## config.mk

```make
export PLATFORM = sky130hd
export DESIGN_NAME = sip_invite_client_transaction_fsm
export DESIGN_NICKNAME = d
export VERILOG_FILES = /design/src/design/sipict_pkg.sv /design/src/design/sipict_event_stage.sv /design/src/design/sipict_decide.sv /design/src/design/sipict_result_stage.sv /design/src/design/sip_invite_client_transaction_fsm.sv
export SDC_FILE = /design/constraint.sdc
export NUM_CORES = 1
export LEC_CHECK = 0
export BUFFER_PORTS_ARGS = -buffer_cell sky130_fd_sc_hd__buf_2
export CAP_MARGIN = 20
export CORE_MARGIN = 2
export CORE_UTILIZATION = 54
export DETAILED_ROUTE_END_ITERATION = 6
export PLACE_DENSITY = 0.83
export SETUP_SLACK_MARGIN = 0.4
export SYNTH_ARGS = -nofsm -noshare
export SYNTH_HDL_FRONTEND = slang
export SYNTH_SLANG_ARGS = --single-unit
```

## constraint.sdc

```tcl
create_clock -name clk -period 3.82 [get_ports clk]
set_input_delay 0.764 -clock clk [delete_from_list [all_inputs] [get_ports clk]]
set_output_delay 0.764 -clock clk [all_outputs]
set_load 0.03 [all_outputs]
```

## src/design/sipict_pkg.sv

```systemverilog
`default_nettype none

package sipict_pkg;

    localparam int KIND_W     = 3;
    localparam int CODE_W     = 10;
    localparam int INTERVAL_W = 16;
    localparam int TIMER_A_W  = 17;
    localparam int STATE_W    = 3;

    localparam logic [INTERVAL_W-1:0] T1_RESET = 16'd500;

    // Status class boundaries
    localparam logic [CODE_W-1:0] CODE_1XX_LO   = 10'd100;
    localparam logic [CODE_W-1:0] CODE_2XX_LO   = 10'd200;
    localparam logic [CODE_W-1:0] CODE_3XX_LO   = 10'd300;
    localparam logic [CODE_W-1:0] CODE_FINAL_HI = 10'd700;

    typedef enum logic [KIND_W-1:0] {
        KIND_SENT_CONFIRM = 3'd0,
        KIND_USER_REQUEST = 3'd1,
        KIND_RESPONSE     = 3'd2,
        KIND_TIMER_A      = 3'd3,
        KIND_TIMER_B      = 3'd4,
        KIND_TIMER_D      = 3'd5,
        KIND_LIFESPAN     = 3'd6
    } kind_t;

    typedef enum logic [5:0] {
        ST_IDLE       = 6'b000001,
        ST_CALLING    = 6'b000010,
        ST_PROCEEDING = 6'b000100,
        ST_COMPLETED  = 6'b001000,
        ST_CONNECTED  = 6'b010000,
        ST_TERMINATED = 6'b100000
    } state_t;

    localparam logic [STATE_W-1:0] CODE_IDLE       = 3'd0;
    localparam logic [STATE_W-1:0] CODE_CALLING    = 3'd1;
    localparam logic [STATE_W-1:0] CODE_PROCEEDING = 3'd2;
    localparam logic [STATE_W-1:0] CODE_COMPLETED  = 3'd3;
    localparam logic [STATE_W-1:0] CODE_CONNECTED  = 3'd4;
    localparam logic [STATE_W-1:0] CODE_TERMINATED = 3'd5;

    typedef struct packed {
        logic [KIND_W-1:0]     kind;
        logic [CODE_W-1:0]     status_code;
        logic [INTERVAL_W-1:0] timer_interval;
    } event_t;

    typedef struct packed {
        logic [STATE_W-1:0]   state_now;
        logic                 pass_to_user;
        logic                 timeout_to_user;
        logic                 send_request;
        logic                 send_ack;
        logic                 start_timer_a;
        logic [TIMER_A_W-1:0] timer_a_value;
        logic                 start_timer_b;
        logic                 stop_timers;
        logic                 start_timer_d;
        logic                 terminate;
        logic                 logic_error;
    } action_t;

    function automatic logic [STATE_W-1:0] state_code(input state_t st);
        logic [STATE_W-1:0] code;
        unique case (st)
            ST_IDLE:       code = CODE_IDLE;
            ST_CALLING:    code = CODE_CALLING;
            ST_PROCEEDING: code = CODE_PROCEEDING;
            ST_COMPLETED:  code = CODE_COMPLETED;
            ST_CONNECTED:  code = CODE_CONNECTED;
            default:       code = CODE_TERMINATED;
        endcase
        return code;
    endfunction

endpackage

`default_nettype wire

```

## src/design/sipict_event_stage.sv

```systemverilog
`default_nettype none

module sipict_event_stage
    import sipict_pkg::*;
(
    input  wire logic   clk,
    input  wire logic   rst_n,
    input  wire logic   in_valid,
    output logic        in_stall,
    input  wire event_t in_event,
    input  wire logic   take,
    output logic        ev_valid,
    output event_t      ev
);

    logic   ev_valid_reg;
    logic   ev_valid_next;
    event_t ev_reg;
    logic   accept;

    // Full and not draining this cycle -> hold off the sender
    assign in_stall = ev_valid_reg && !take;
    assign accept   = in_valid && !in_stall;

    always_comb
    begin
        priority if (accept)
        begin
            ev_valid_next = 1'b1;
        end
        else if (take)
        begin
            ev_valid_next = 1'b0;
        end
        else
        begin
            ev_valid_next = ev_valid_reg;
        end
    end

    always_ff @(posedge clk or negedge rst_n)
    begin
        if (!rst_n)
        begin
            ev_valid_reg <= 1'b0;
        end
        else
        begin
            ev_valid_reg <= ev_valid_next;
        end
    end

    always_ff @(posedge clk)
    begin
        if (accept)
        begin
            ev_reg <= in_event;
        end
    end

    assign ev_valid = ev_valid_reg;
    assign ev       = ev_reg;

endmodule

`default_nettype wire

```

## src/design/sipict_decide.sv

```systemverilog
`default_nettype none

module sipict_decide
    import sipict_pkg::*;
(
    input  wire event_t                  ev,
    input  wire state_t                  state,
    input  wire logic                    request_sent,
    input  wire logic [INTERVAL_W-1:0]   t1_interval,
    output state_t                       state_next,
    output logic                         request_sent_next,
    output action_t                      act
);

    state_t st_cur;
    logic   is_1xx;
    logic   is_2xx;
    logic   is_final_err;

    always_comb
    begin
        is_1xx       = (ev.status_code >= CODE_1XX_LO) && (ev.status_code < CODE_2XX_LO);
        is_2xx       = (ev.status_code >= CODE_2XX_LO) && (ev.status_code < CODE_3XX_LO);
        is_final_err = (ev.status_code >= CODE_3XX_LO) && (ev.status_code < CODE_FINAL_HI);
    end

    always_comb
    begin
        // Illegal encodings fold to terminated
        unique case (state)
            ST_IDLE, ST_CALLING, ST_PROCEEDING,
            ST_COMPLETED, ST_CONNECTED: st_cur = state;
            default:                    st_cur = ST_TERMINATED;
        endcase

        act               = '0;
        state_next        = st_cur;
        request_sent_next = request_sent;

        unique case (ev.kind)
            KIND_SENT_CONFIRM:
            begin
                if (st_cur == ST_IDLE)
                begin
                    state_next        = ST_CALLING;
                    act.start_timer_a = 1'b1;
                    act.timer_a_value = {1'b0, t1_interval};
                    act.start_timer_b = 1'b1;
                end
            end
            KIND_USER_REQUEST:
            begin
                if (st_cur == ST_IDLE && !request_sent)
                begin
                    request_sent_next = 1'b1;
                    act.send_request  = 1'b1;
                end
            end
            KIND_RESPONSE:
            begin
                unique case (st_cur)
                    ST_IDLE:
                    begin
                        // 1xx in idle behaves as if already calling
                        if (is_1xx)
                        begin
                            state_next       = ST_PROCEEDING;
                            act.stop_timers  = 1'b1;
                            act.pass_to_user = 1'b1;
                        end
                    end
                    ST_CALLING, ST_PROCEEDING:
                    begin
                        act.stop_timers = 1'b1;
                        if (is_1xx)
                        begin
                            state_next       = ST_PROCEEDING;
                            act.pass_to_user = 1'b1;
                        end
                        else if (is_2xx)
                        begin
                            state_next        = ST_CONNECTED;
                            act.pass_to_user  = 1'b1;
                            act.start_timer_d = 1'b1;
                        end
                        else if (is_final_err)
                        begin
                            state_next        = ST_COMPLETED;
                            act.pass_to_user  = 1'b1;
                            act.send_ack      = 1'b1;
                            act.start_timer_d = 1'b1;
                        end
                    end
                    ST_COMPLETED:
                    begin
                        act.send_ack = 1'b1;
                    end
                    ST_CONNECTED:
                    begin
                        act.pass_to_user = is_2xx;
                    end
                    default:
                    begin
                    end
                endcase
            end
            KIND_TIMER_A:
            begin
                if (st_cur == ST_CALLING)
                begin
                    // 16-bit interval doubled always fits in 17 bits
                    act.send_request  = 1'b1;
                    act.start_timer_a = 1'b1;
                    act.timer_a_value = {ev.timer_interval, 1'b0};
                end
            end
            KIND_TIMER_B:
            begin
                if (st_cur == ST_CALLING)
                begin
                    state_next          = ST_TERMINATED;
                    act.stop_timers     = 1'b1;
                    act.timeout_to_user = 1'b1;
                    act.terminate       = 1'b1;
                end
            end
            KIND_TIMER_D:
            begin
                if (st_cur == ST_COMPLETED || st_cur == ST_CONNECTED)
                begin
                    state_next    = ST_TERMINATED;
                    act.terminate = 1'b1;
                end
                else
                begin
                    act.logic_error = 1'b1;
                end
            end
            KIND_LIFESPAN:
            begin
                state_next          = ST_TERMINATED;
                act.timeout_to_user = 1'b1;
                act.terminate       = 1'b1;
            end
            default:
            begin
            end
        endcase

        act.state_now = state_code(state_next);
    end

endmodule

`default_nettype wire

```

## src/design/sipict_result_stage.sv

```systemverilog
`default_nettype none

module sipict_result_stage
    import sipict_pkg::*;
(
    input  wire logic    clk,
    input  wire logic    rst_n,
    input  wire logic    ev_valid,
    input  wire action_t act,
    output logic         take,
    output logic         out_valid,
    input  wire logic    out_stall,
    output action_t      result
);

    logic    out_valid_reg;
    logic    out_valid_next;
    action_t result_reg;

    // Register can load when empty or when the current result leaves
    assign take = !out_valid_reg || !out_stall;

    always_comb
    begin
        out_valid_next = take ? ev_valid : out_valid_reg;
    end

    always_ff @(posedge clk or negedge rst_n)
    begin
        if (!rst_n)
        begin
            out_valid_reg <= 1'b0;
        end
        else
        begin
            out_valid_reg <= out_valid_next;
        end
    end

    always_ff @(posedge clk)
    begin
        if (take && ev_valid)
        begin
            result_reg <= act;
        end
    end

    assign out_valid = out_valid_reg;
    assign result    = result_reg;

endmodule

`default_nettype wire

```

## src/design/sip_invite_client_transaction_fsm.sv

```systemverilog
// INVITE client transaction controller: one event in, one action word out.
//
// Input channel (in_valid / in_stall): kind, status_code, timer_interval.
// A transfer happens on a rising edge with in_valid high and in_stall low.
// Output channel (out_valid / out_stall): state after the event plus the action
// flags and the timer A interval (zero when timer A is not started). The user
// writes T1 via cfg_wr_en / cfg_wr_data only while idle; the block does not check.
//
// An event is first held in the event register; its action word is loaded
// into the result register, from which it leaves on the output channel.
// Throughput: one event per cycle while out_stall is low. The event register
// feeds the transition logic, which updates the state registers and loads the
// result register in the same cycle; the state is therefore current for the
// next event. When out_stall holds the result register, an empty event
// register still takes one event, then in_stall rises until the result leaves.
// Reset (rst_n low, async): state idle, request-sent flag clear, T1 = 500,
// both stages empty.
`default_nettype none

module sip_invite_client_transaction_fsm
    import sipict_pkg::*;
(
    input  wire logic                  clk,
    input  wire logic                  rst_n,

    input  wire logic                  cfg_wr_en,
    input  wire logic [INTERVAL_W-1:0] cfg_wr_data,

    input  wire logic                  in_valid,
    output logic                       in_stall,
    input  wire logic [KIND_W-1:0]     kind,
    input  wire logic [CODE_W-1:0]     status_code,
    input  wire logic [INTERVAL_W-1:0] timer_interval,

    output logic                       out_valid,
    input  wire logic                  out_stall,
    output logic [STATE_W-1:0]         state_now,
    output logic                       pass_to_user,
    output logic                       timeout_to_user,
    output logic                       send_request,
    output logic                       send_ack,
    output logic                       start_timer_a,
    output logic [TIMER_A_W-1:0]       timer_a_value,
    output logic                       start_timer_b,
    output logic                       stop_timers,
    output logic                       start_timer_d,
    output logic                       terminate,
    output logic                       logic_error
);

    event_t                  in_event;
    event_t                  ev;
    logic                    ev_valid;
    logic                    take;
    action_t                 act;
    action_t                 result;

    state_t                  fsm_state_reg;
    state_t                  fsm_state_next;
    logic                    request_sent_reg;
    logic                    request_sent_next;
    logic [INTERVAL_W-1:0]   t1_interval_reg;

    assign in_event.kind           = kind;
    assign in_event.status_code    = status_code;
    assign in_event.timer_interval = timer_interval;

    sipict_event_stage u_event_stage (
        .clk      (clk),
        .rst_n    (rst_n),
        .in_valid (in_valid),
        .in_stall (in_stall),
        .in_event (in_event),
        .take     (take),
        .ev_valid (ev_valid),
        .ev       (ev)
    );

    sipict_decide u_decide (
        .ev                (ev),
        .state             (fsm_state_reg),
        .request_sent      (request_sent_reg),
        .t1_interval       (t1_interval_reg),
        .state_next        (fsm_state_next),
        .request_sent_next (request_sent_next),
        .act               (act)
    );

    sipict_result_stage u_result_stage (
        .clk       (clk),
        .rst_n     (rst_n),
        .ev_valid  (ev_valid),
        .act       (act),
        .take      (take),
        .out_valid (out_valid),
        .out_stall (out_stall),
        .result    (result)
    );

    // Transaction state moves only when an event crosses into the result register
    always_ff @(posedge clk or negedge rst_n)
    begin
        if (!rst_n)
        begin
            fsm_state_reg    <= ST_IDLE;
            request_sent_reg <= 1'b0;
        end
        else if (take && ev_valid)
        begin
            fsm_state_reg    <= fsm_state_next;
            request_sent_reg <= request_sent_next;
        end
    end

    // T1 register
    always_ff @(posedge clk or negedge rst_n)
    begin
        if (!rst_n)
        begin
            t1_interval_reg <= T1_RESET;
        end
        else if (cfg_wr_en)
        begin
            t1_interval_reg <= cfg_wr_data;
        end
    end

    assign state_now       = result.state_now;
    assign pass_to_user    = result.pass_to_user;
    assign timeout_to_user = result.timeout_to_user;
    assign send_request    = result.send_request;
    assign send_ack        = result.send_ack;
    assign start_timer_a   = result.start_timer_a;
    assign timer_a_value   = result.timer_a_value;
    assign start_timer_b   = result.start_timer_b;
    assign stop_timers     = result.stop_timers;
    assign start_timer_d   = result.start_timer_d;
    assign terminate       = result.terminate;
    assign logic_error     = result.logic_error;

endmodule

`default_nettype wire

```

# ---- Yosys cells after proc, flatten, opt, wreduce, memory -nomap -nowiden
# Cells that the tools add are included.
dict set report word_totals {
  register_bits 84
  latchBits 0
  ramBits 0
  mem_bits_ro 0
  input_bits 50
  elab_cells 102
  n_memories 0
}
dict set report op_classes {
  add_sub_neg 0
  mul 0
  div 0
  n_lt_le_gt_ge 6
  n_eq_ne 21
  n_shift 0
  mux 33
  n_bitwise 2
  n_reduce_logical 20
}
# operator n
set ops {}
lappend ops {{$mux W6} 8}
lappend ops {{$pmux W18 S2} 1}
lappend ops {{$pmux W6 S5} 1}
lappend ops {{$mux W19} 1}
lappend ops {{$eq A6 B1 Y1 const B} 3}
lappend ops {{$eq A6 B2 Y1 const B} 3}
lappend ops {{$eq A6 B3 Y1 const B} 3}
lappend ops {{$eq A6 B4 Y1 const B} 3}
lappend ops {{$eq A6 B5 Y1 const B} 3}
lappend ops {{$mux W18} 1}
lappend ops {{$pmux W3 S5} 1}
lappend ops {{$mux W1} 12}
lappend ops {{$pmux W6 S2} 1}
lappend ops {{$ge A10 B7 Y1 const B} 1}
lappend ops {{$ge A10 B8 Y1 const B} 1}
lappend ops {{$ge A10 B9 Y1 const B} 1}
lappend ops {{$lt A10 B10 Y1 const B} 1}
lappend ops {{$lt A10 B8 Y1 const B} 1}
lappend ops {{$lt A10 B9 Y1 const B} 1}
lappend ops {{$pmux W1 S2} 5}
lappend ops {{$eq A3 B3 Y1 const B} 3}
lappend ops {{$logic_and A1 B1 Y1} 7}
lappend ops {{$eq A3 B2 Y1 const B} 2}
lappend ops {{$pmux W1 S3} 2}
lappend ops {{10 further kinds} 16}

# ---- Logic depth before layout (Yosys ltp)
# Gate-level depths: netlist of run 1.
dict set report logic_depth {
  depth_word 10
  mapped_depth 7
  mapped_depth_nobuf 5
}

# ---- Modules after synthesis
# A second synthesis of run 1 with hierarchy kept.
dict set report hier_totals {
  hier_cells 238
  area_unflattened_um2 3633.5
}
# mod n_inst cells_per_inst area_per_inst_um2 seq_area_each_um2
set by_module_without_submodules {}
lappend by_module_without_submodules {sipict_result_stage 1 34 948.4 925.9}
lappend by_module_without_submodules {sipict_event_stage 1 34 928.4 895.9}
lappend by_module_without_submodules {sip_invite_client_transaction_fsm 1 49 915.9 584.3}
lappend by_module_without_submodules {sipict_decide 1 121 840.8 0.0}

# ---- Worst setup path after synthesis of run 1
# Ideal clock, no wire load.
dict set report synth_timing {
  path_kind {register -> register}
  startpoint {reg fsm_state_reg[4]}
  endpoint {reg u_result_stage.result_reg (netlist bit u_result_stage.result[27]) (data pin)}
  setup_ps 272
  t_arrival_ps 1847
  required_time_ps 3548
  setup_slack_ps 1701
  path_stages_with_launch 8
  path_cell_list {dfrtp_1 -> buf_6 -> or2_0 -> buf_2 -> or4_4 -> o32a_1 -> a21oi_2 -> o211ai_1}
}
# element line_no
set synth_rtl {}
lappend synth_rtl {{start: declaration} sip_invite_client_transaction_fsm.sv:58} ;# state_t fsm_state_reg;
lappend synth_rtl {{start signal: assignment} sip_invite_client_transaction_fsm.sv:110} ;# fsm_state_reg <= fsm_state_next;
lappend synth_rtl {{end signal: assignment} sipict_result_stage.sv:44} ;# result_reg <= act;
lappend synth_rtl {{end: declaration} sipict_result_stage.sv:18} ;# action_t result_reg;

==> flow_summary.toml, run 1 <==
[route]
drt-initial-drc-count = 171
ant_nets = 0
wl_per_cell_um = 16.4
routed_wl_mm = 6.76
first_pass_iters = 4
viasPerCell = 5.68
drcViolationCount = 0
vias = 2342

[synthesis]
syn_inst = 251
post_synth_and_or_nand_nor_area_fraction_pct = 11.4
synth_edf_count = 57
synth_nets = 301
synth_top_family_by_area = "compound AO/OA/AOI/OAI gates"
synth_area_per_cell_um2 = 14.0
ys_ff_latch = 82
syn_area_um2 = 3510
synth_mux_area_share_pct = 5.14
ys_seq_area_share_pct = 66.9
synthFlopType = "edfxtp_1"
yosys_warnings = 0
synth-compound-area-share_pct = 13.1
ys_async_sr_fraction_pct = 30.5
synth.distinct_cells = 51
synthXorXnorAreaFrac_pct = 0.999
synthAdderAreaFrac_pct = 0

[setup_path]
reg2reg_to = "u_result_stage.result[27]"
r2r_slack_ns = 1.51
required_ns = 3.90
cp_data_arrival_time_ns = 2.39
crit_path_max_fanout = 8
reg2reg_from = "fsm_state_reg[4]"
cp-end-kind = "flip-flop"
r2r_cells = 5
startpoint_type = "flip-flop"
worstSetupPathType = "reg2reg"

[grt]
antenna_found_initial = 0
grt_pass1_wl_mm = 11.2
grt_max_degree = 28
grt_overflow = 0
grt_usage_pct = 20.4
grt_pass1_vias = 2313

[timing]
setup_violations = 0
finalHoldViolCount = 0
rsz0062_at_grt = "no"
slew_viol_final = 0
final.period_utilization_pct = 60.4
relSlewSlack_pct = 55.1
worst_slew_pin_slew_ns = 0.673
fin_skew_ns = 0.0113
tns_ns = 0
min_period_ns = 2.31
fmax_mhz = 433

[cells_and_area]
drive_above_1_share_pct = 37.9
diodes = 0
final_cell_mix = "79 x buf_2, 57 x edfxtp_1, 18 x dfrtp_1"
layout.nets = 380
largest_register_ffs = 30
fill_cells = 483
final_util_pct = 65.4
final_common_cell = "buf_2"
synthToLayoutAreaGrowth_pct = 17.8

[floorplan]
die_area_um2 = 7160
pin_count = 82
start_util_pct = 55.6
core_area_um2 = 6310
die_y_um = 84.6
core.rowCount = 29
die_w_um = 84.6

[clocking]
cts_buffer_depth = 2
ctsHtreeMaxLevel = 3
cts_resized = 0
cts_tree = "yes"
numCtsBuffers = 9
post_cts_buffers = 0
clk_latency_ns = 0.35
clock_sink_count = 82
hold_buffers = 0
clkSlewWorstSetupHoldPaths_ns = 0.08
cts-root-buf = "clkbuf_8"

[hold_path]
hold_path.class = "in2async"

[run_status]
outcome = "finished clean"

[placed_design]
port_buffers = 79
dp_hpwl_mm = 4.80
routabilityCongestion = 0.896

[power_and_ir_drop]
p_leak_nw = 1.66
powerDensity_nw_per_um2 = 431
ir_worst_vdd_v = 0.000281

[flow_run]
drv_cap = 0
## worst max-delay path: stages, from the launching register on
cell and delay [ns]:
dfrtp_1 0.48, or2_0 0.36, or4_4 0.54, o32a_1 0.35
a21oi_2 0.20, o211ai_1 0.11
## where the power goes
part,internal [W],leakage [nW],switching (W)
clock network,0.000242,0.0771,0.000316
logic,0.0000613,0.742,0.000110
registers,0.00102,0.842,0.0000294
## cell type report
type | count | area (µm²) | share of cell area, %
sequential | 82 | 2350 | 56.8
multi-input combinational | 150 | 1070 | 26.0
timing repair buffer | 82 | 418 | 10.1
clock buffer | 10 | 128 | 3.09
tap | 77 | 96.3 | 2.33
clock inverter | 6 | 50.0 | 1.21
inverter | 5 | 18.8 | 0.454
## layer usage
| layer | routed length [µm] | part of all wire, % | global-route usage, % | vias to the layer above |
|---|---|---|---|---|
| li1 | - | - | - | 1122 |
| met1 | 2800 | 41 | 28.0 | 1129 |
| met2 | 3450 | 51 | 30.9 | 83 |
| met3 | 404 | 6.0 | 5.21 | 8 |
| met4 | 110 | 1.6 | 9.09 | 0 |
| met5 | 0 | 0 | 0 | - |
## cell families after synthesis
| family | Yosys count |
|---|---|
| AND/OR/NAND/NOR | 70 |
| XOR/XNOR | 4 |
| AO/OA/AOI/OAI | 60 |
| flip-flops | 82 |
| buffers and inverters | 19 |
| multiplexers | 16 |
## cell usage after synthesis, drive strengths merged, types with 5 or more instances
| cell | n | area [µm²] |
|---|---|---|
| mux2 | 16 | 180 |
| inv | 5 | 18.8 |
| nor2 | 17 | 63.8 |
| nand2 | 13 | 48.8 |
| edfxtp | 57 | 1710 |
| dfrtp | 18 | 450 |
| buf | 9 | 50.0 |
| nor3 | 5 | 25.0 |
| clkbuf | 5 | 18.8 |
| dfstp | 7 | 184 |
| a22o | 15 | 131 |
| o21ai | 9 | 45.0 |
## through the flow
| stage | total power [W] | hold slack, ns | setup WS (ns) | cell area, µm² | cells |
|---|---|---|---|---|---|
| detailed placement | 0.00124 | 0.447 | 1.50 | 3950 | 396 |
| global placement | 0.00123 | 0.438 | 1.53 | 3950 | 396 |
| floorplan | 0.00117 | 0.429 | 1.70 | 3510 | 251 |
| finish | 0.00178 | 0.406 | 1.51 | 4130 | 412 |
| CTS | 0.00180 | 0.430 | 1.54 | 4130 | 412 |
| global route | 0.00186 | 0.450 | 1.40 | 4130 | 412 |
## worst max path at each step
| stage | startpoint | to | slack [ns] | cells past startpoint |
|---|---|---|---|---|
| after global routing | fsm_state_reg[1] | u_result_stage.result[28] | 1.40 | 5 |
| after CTS | fsm_state_reg[4] | u_result_stage.result[27] | 1.54 | 5 |
| after global placement | out_stall | u_result_stage.result[21] | 1.53 | 5 |
| after detailed placement | out_stall | u_result_stage.result[0] | 1.50 | 5 |
| final | fsm_state_reg[4] | u_result_stage.result[27] | 1.51 | 5 |
| after floorplan | fsm_state_reg[4] | u_result_stage.result[27] | 1.70 | 7 |
Power figures use the tool's default switching activity.
==> run 2, diff against run 1 <==
--- a/config.mk
+++ b/config.mk
@@ -8,9 +8,9 @@
 export BUFFER_PORTS_ARGS = -buffer_cell sky130_fd_sc_hd__buf_2
 export CAP_MARGIN = 20
 export CORE_MARGIN = 2
-export CORE_UTILIZATION = 54
+export CORE_UTILIZATION = 48
 export DETAILED_ROUTE_END_ITERATION = 6
-export PLACE_DENSITY = 0.83
+export PLACE_DENSITY = 0.78
 export SETUP_SLACK_MARGIN = 0.4
 export SYNTH_ARGS = -nofsm -noshare
 export SYNTH_HDL_FRONTEND = slang
==> constraint.sdc (replaced) <==
create_clock -name clk -period 1.9 [get_ports clk]
set_input_delay 0.38 -clock clk [delete_from_list [all_inputs] [get_ports clk]]
set_output_delay 0.38 -clock clk [all_outputs]
set_load 0.03 [all_outputs]
==> flow_summary.toml, run 2 (same netlist as run 1, synthesis figures left out) <==
[floorplan]
die_w_um = 89.5
core_area_um2 = 7180
core.rowCount = 31
die_y_um = 89.5
pin_count = 82
die_area_um2 = 8010
start_util_pct = 48.9

[clocking]
clock_sink_count = 82
numCtsBuffers = 9
cts_tree = "yes"
hold_buffers = 0
ctsHtreeMaxLevel = 3
clk_latency_ns = 0.36
cts-root-buf = "clkbuf_8"
cts_buffer_depth = 2
clkSlewWorstSetupHoldPaths_ns = 0.09

[setup_path]
cp_data_arrival_time_ns = 2.17
crit_path_max_fanout = 2
startpoint_type = "flip-flop"
r2r_slack_ns = -0.18
cp-end-kind = "flip-flop"
r2r_cells = 5
required_ns = 1.99
reg2reg_to = "u_result_stage.result[27]"
reg2reg_from = "fsm_state_reg[5]"
worstSetupPathType = "reg2reg"

[grt]
grt_pass1_wl_mm = 12.2
grt_max_degree = 28
grt_overflow = 0
grt_pass1_vias = 2572
grt_usage_pct = 20.7
antenna_found_initial = 0

[route]
ant_nets = 0
drcViolationCount = 0
vias = 2674
first_pass_iters = 4
routed_wl_mm = 8.32
drt-initial-drc-count = 112
viasPerCell = 5.43
wl_per_cell_um = 16.9

[timing]
relSlewSlack_pct = 59.1
fin_skew_ns = 0.0103
fmax_mhz = 481
slew_viol_final = 0
min_period_ns = 2.08
rsz0062_at_grt = "yes"
worst_slew_pin_slew_ns = 0.614
hold_ws_ns = 0.0359
layout_setup_ws_ns = -0.179
setup_violations = 15
finalHoldViolCount = 0
final.period_utilization_pct = 109

[placed_design]
detailedPlace.worstSlack_ns = -0.131
dp_hpwl_mm = 5.33
routabilityCongestion = 0.872
port_buffers = 79

[power_and_ir_drop]
ir_worst_vdd_v = 0.000522
powerDensity_nw_per_um2 = 802
p_leak_nw = 2.06

[hold_path]
hold_path.class = "in2async"

[cells_and_area]
drive_above_1_share_pct = 56.7
diodes = 0
layout.nets = 438
synthToLayoutAreaGrowth_pct = 41.0
final_cell_mix = "78 x buf_2, 57 x edfxtp_1, 40 x buf_4"
largest_register_ffs = 30
final_common_cell = "buf_2"

[run_status]
violations = "negative setup slack"
outcome = "finished, violations left"

[flow_run]
drv_cap = 0
[run 2: changes by cell type in the layout (fill, tap and decap cells not counted), sizes merged]
cell      delta
bufinv       +2
clkinvlp     -3
buf         +58
clkinv       +1
clkbuf       -1
inv          +1
[run 2: repair_timing]
action / in CTS / in global routing
gates cloned: 4 / 0
gates resized for setup: 43 / 16
buffers inserted: 17 / 8
endpoints found under the setup margin: 36 / 37
pin swaps: 12 / 18
[run 2: critical path, stage by stage, from the launching register on]
cell and delay, ns:
dfrtp_1 0.42, or2_1 0.25, or4_4 0.55, o32a_1 0.31, a21oi_2 0.18, o211ai_1 0.11
[run 2: final cells by class]
| cell class | instances | area [µm²] |
|---|---|---|
| repair buffers | 140 | 960 |
| inverters | 5 | 27.5 |
| multi-input cells | 150 | 1250 |
| flip-flops and latches | 82 | 2350 |
| clock buffers | 9 | 124 |
| well taps | 99 | 124 |
| fillers | 487 | 2230 |
| clock inverters | 7 | 109 |
[run 2: per-layer routing]
metal | routed length (µm) | track usage (%) | share of wire [%] | vias to the layer above
li1 | - | - | - | 1245
met1 | 3440 | 26.3 | 41 | 1342
met2 | 4390 | 34.5 | 53 | 70
met3 | 278 | 3.51 | 3.3 | 17
met4 | 204 | 9.77 | 2.5 | 0
met5 | 0 | 0 | 0 | -
[run 2: worst max path at each step]
stage | from | to | cells after the start
2_1_floorplan | fsm_state_reg[4] | u_result_stage.result[27] | 7
3_3_place_gp | fsm_state_reg[2] | u_result_stage.result[27] | 5
3_5_place_dp | fsm_state_reg[2] | u_result_stage.result[27] | 5
4_1_cts | fsm_state_reg[5] | u_result_stage.result[27] | 5
5_1_grt | fsm_state_reg[5] | u_result_stage.result[27] | 5
6_report | fsm_state_reg[5] | u_result_stage.result[27] | 5
[run 2: per-stage QoR]
stage	setup TNS, ns	power (W)	instances	area (µm²)	utilization (%)
global placement	-0.249	0.00251	447	4300	59.9
detailed placement	-0.374	0.00253	447	4300	59.9
floorplan	-0.256	0.00237	251	3620	-
CTS	-0.271	0.00398	484	4830	67.3
global route	-1.87	0.00409	492	4950	68.9
finish	-0.937	0.00397	492	4950	68.9
[run 2: where the power goes]
| group | total [W] | leakage [nW] | internal [W] | switching (W) |
|---|---|---|---|---|
| Clock | 0.00145 | 0.118 | 0.000770 | 0.000680 |
| Combinational | 0.000403 | 1.10 | 0.000154 | 0.000249 |
| Sequential | 0.00211 | 0.840 | 0.00205 | 0.0000600 |
==> run 3, diff against run 2 <==
--- a/config.mk
+++ b/config.mk
@@ -5,11 +5,12 @@
 export SDC_FILE = /design/constraint.sdc
 export NUM_CORES = 1
 export LEC_CHECK = 0
-export BUFFER_PORTS_ARGS = -buffer_cell sky130_fd_sc_hd__buf_2
+export BUFFER_PORTS_ARGS = -buffer_cell sky130_fd_sc_hd__buf_4
 export CAP_MARGIN = 20
 export CORE_MARGIN = 2
 export CORE_UTILIZATION = 48
 export DETAILED_ROUTE_END_ITERATION = 6
+export HOLD_SLACK_MARGIN = 0.02
 export PLACE_DENSITY = 0.78
 export SETUP_SLACK_MARGIN = 0.4
 export SYNTH_ARGS = -nofsm -noshare
==> flow_summary.toml, run 3 (same netlist as run 1, synthesis figures left out) <==
[timing]
fin_skew_ns = 0.0115
final.period_utilization_pct = 107
worst_slew_pin_slew_ns = 0.470
setup_violations = 9
layout_setup_ws_ns = -0.133
slew_viol_final = 0
min_period_ns = 2.03
rsz0062_at_grt = "yes"
relSlewSlack_pct = 68.3
finalHoldViolCount = 0
fmax_mhz = 492
tns_ns = -0.580

[grt]
antenna_found_initial = 0
grt_max_degree = 28
grt_pass1_wl_mm = 12.8
grt_usage_pct = 21.9
grt_pass1_vias = 2534
grt_overflow = 0

[cells_and_area]
largest_register_ffs = 30
drive_above_1_share_pct = 58.4
layout.nets = 442
synthToLayoutAreaGrowth_pct = 47.9
fin_cells = 496
final_cell_mix = "121 x buf_4, 57 x edfxtp_1, 19 x buf_6"
diodes = 0
finish.instance_area_um2 = 5190
final_common_cell = "buf_4"

[setup_path]
critPathLaunch = "fsm_state_reg[4]"
cpMaxStageDelayCell = "or4_4"
cp.depth = 5
startpoint_type = "flip-flop"
reg2reg_from = "fsm_state_reg[4]"
worstSetupPathType = "reg2reg"
cp_data_arrival_time_ns = 2.15
worst-path-buf-inv = 0
r2r_cells = 5
critPathCapture = "u_result_stage.result[27]"
cp-end-kind = "flip-flop"
crit_chain = "or2_1 -> or4_4 -> o32a_1 -> a21oi_2 -> o211ai_1"
crit_path_max_fanout = 2
max_stage_delay_ns = 0.49
reg2reg_to = "u_result_stage.result[27]"
r2r_slack_ns = -0.13
worst_path_dominant_cell_family = "simple AND/OR/NAND/NOR gates"
required_ns = 2.01

[clocking]
clock_sink_count = 82
clk_latency_ns = 0.37
numCtsBuffers = 9
clkSlewWorstSetupHoldPaths_ns = 0.10
cts_buffer_depth = 2
cts_tree = "yes"
ctsHtreeMaxLevel = 3
cts-root-buf = "clkbuf_8"

[route]
drcViolationCount = 0
viasPerCell = 5.40
routed_wl_mm = 8.70
first_pass_iters = 4
drt-initial-drc-count = 168
wl_per_cell_um = 17.5
vias = 2676
ant_nets = 0

[hold_path]
hold_path.class = "in2reg"

[run_status]
outcome = "finished, violations left"
violations = "negative setup slack"

[placed_design]
detailedPlace.worstSlack_ns = -0.0716
placed_cells = 448
dp_hpwl_mm = 5.22
place_area_um2 = 4500
routabilityCongestion = 0.889
port_buffers = 79

[floorplan]
die_w_um = 89.5
die_y_um = 89.5
die_area_um2 = 8010
core.rowCount = 31
start_util_pct = 48.9
pin_count = 82
core_area_um2 = 7180

[flow_run]
drv_cap = 0

[power_and_ir_drop]
p_leak_nw = 2.11
powerDensity_nw_per_um2 = 738
ir_worst_vdd_v = 0.000535
total_power_w = 0.00383
==> run 3: cell count changes in the layout (fill, tap and decap cells not counted), sizes merged <==
cell and change:
buf +3, bufinv -2, dlygate4sd3 +1, clkinvlp +2
==> run 3: where the power goes <==
group	internal [W]	total, W	leakage, nW	switching (W)
Clock	0.000512	0.00124	0.0931	0.000728
Combinational	0.000215	0.000473	1.18	0.000258
Sequential	0.00205	0.00212	0.838	0.0000633
Total	0.00278	0.00383	2.11	0.00105
==> run 3: worst register-to-register path, delay by kind of cell (launching register included) <==
kind	cells	cell delay (ns)
AO/OA/AOI/OAI	3	0.63
flip-flops	1	0.40
AND/OR/NAND/NOR	2	0.75
==> run 3: routing by layer <==
metal | vias up | global-route usage, % | wire length [µm]
li1 | 1258 | - | -
met1 | 1295 | 28.6 | 3530
met2 | 106 | 34.0 | 4470
met3 | 17 | 6.46 | 521
met4 | 0 | 9.63 | 178
met5 | - | 0 | 0
==> run 3: how the worst min path moves through the flow <==
stage	startpoint	end	slack (ns)	depth (start not counted)
after floorplan	rst_n	fsm_state_reg[1]	0.08	0
after global placement	rst_n	t1_interval_reg[0]	0.31	1
after detailed placement	rst_n	t1_interval_reg[13]	0.31	1
after CTS	timer_interval[7]	u_event_stage.ev[7]	0.17	1
after global routing	timer_interval[3]	u_event_stage.ev[3]	0.18	1
final	timer_interval[3]	u_event_stage.ev[3]	0.18	1
==> run 3: stage by stage <==
stage	hold WS, ns	util [%]
floorplan	0.0844	-
global placement	0.311	62.7
detailed placement	0.314	62.7
CTS	0.171	69.4
global route	0.177	72.3
finish	0.180	72.3
==> run 3: cell type report <==
type	count	area, µm²
inverter	5	25.0
tap	99	124
timing repair buffer	144	1190
fill	462	1990
clock inverter	7	71.3
sequential	82	2350
clock buffer	9	124
multi-input combinational	150	1310
==> run 3: timing repair <==
action	CTS	global route
pin swaps	17	21
setup buffers	13	15
hold buffers	1	0
hold endpoints to repair	18	0
resized for setup	43	22
cloned	3	0
setup endpoints to repair	36	60
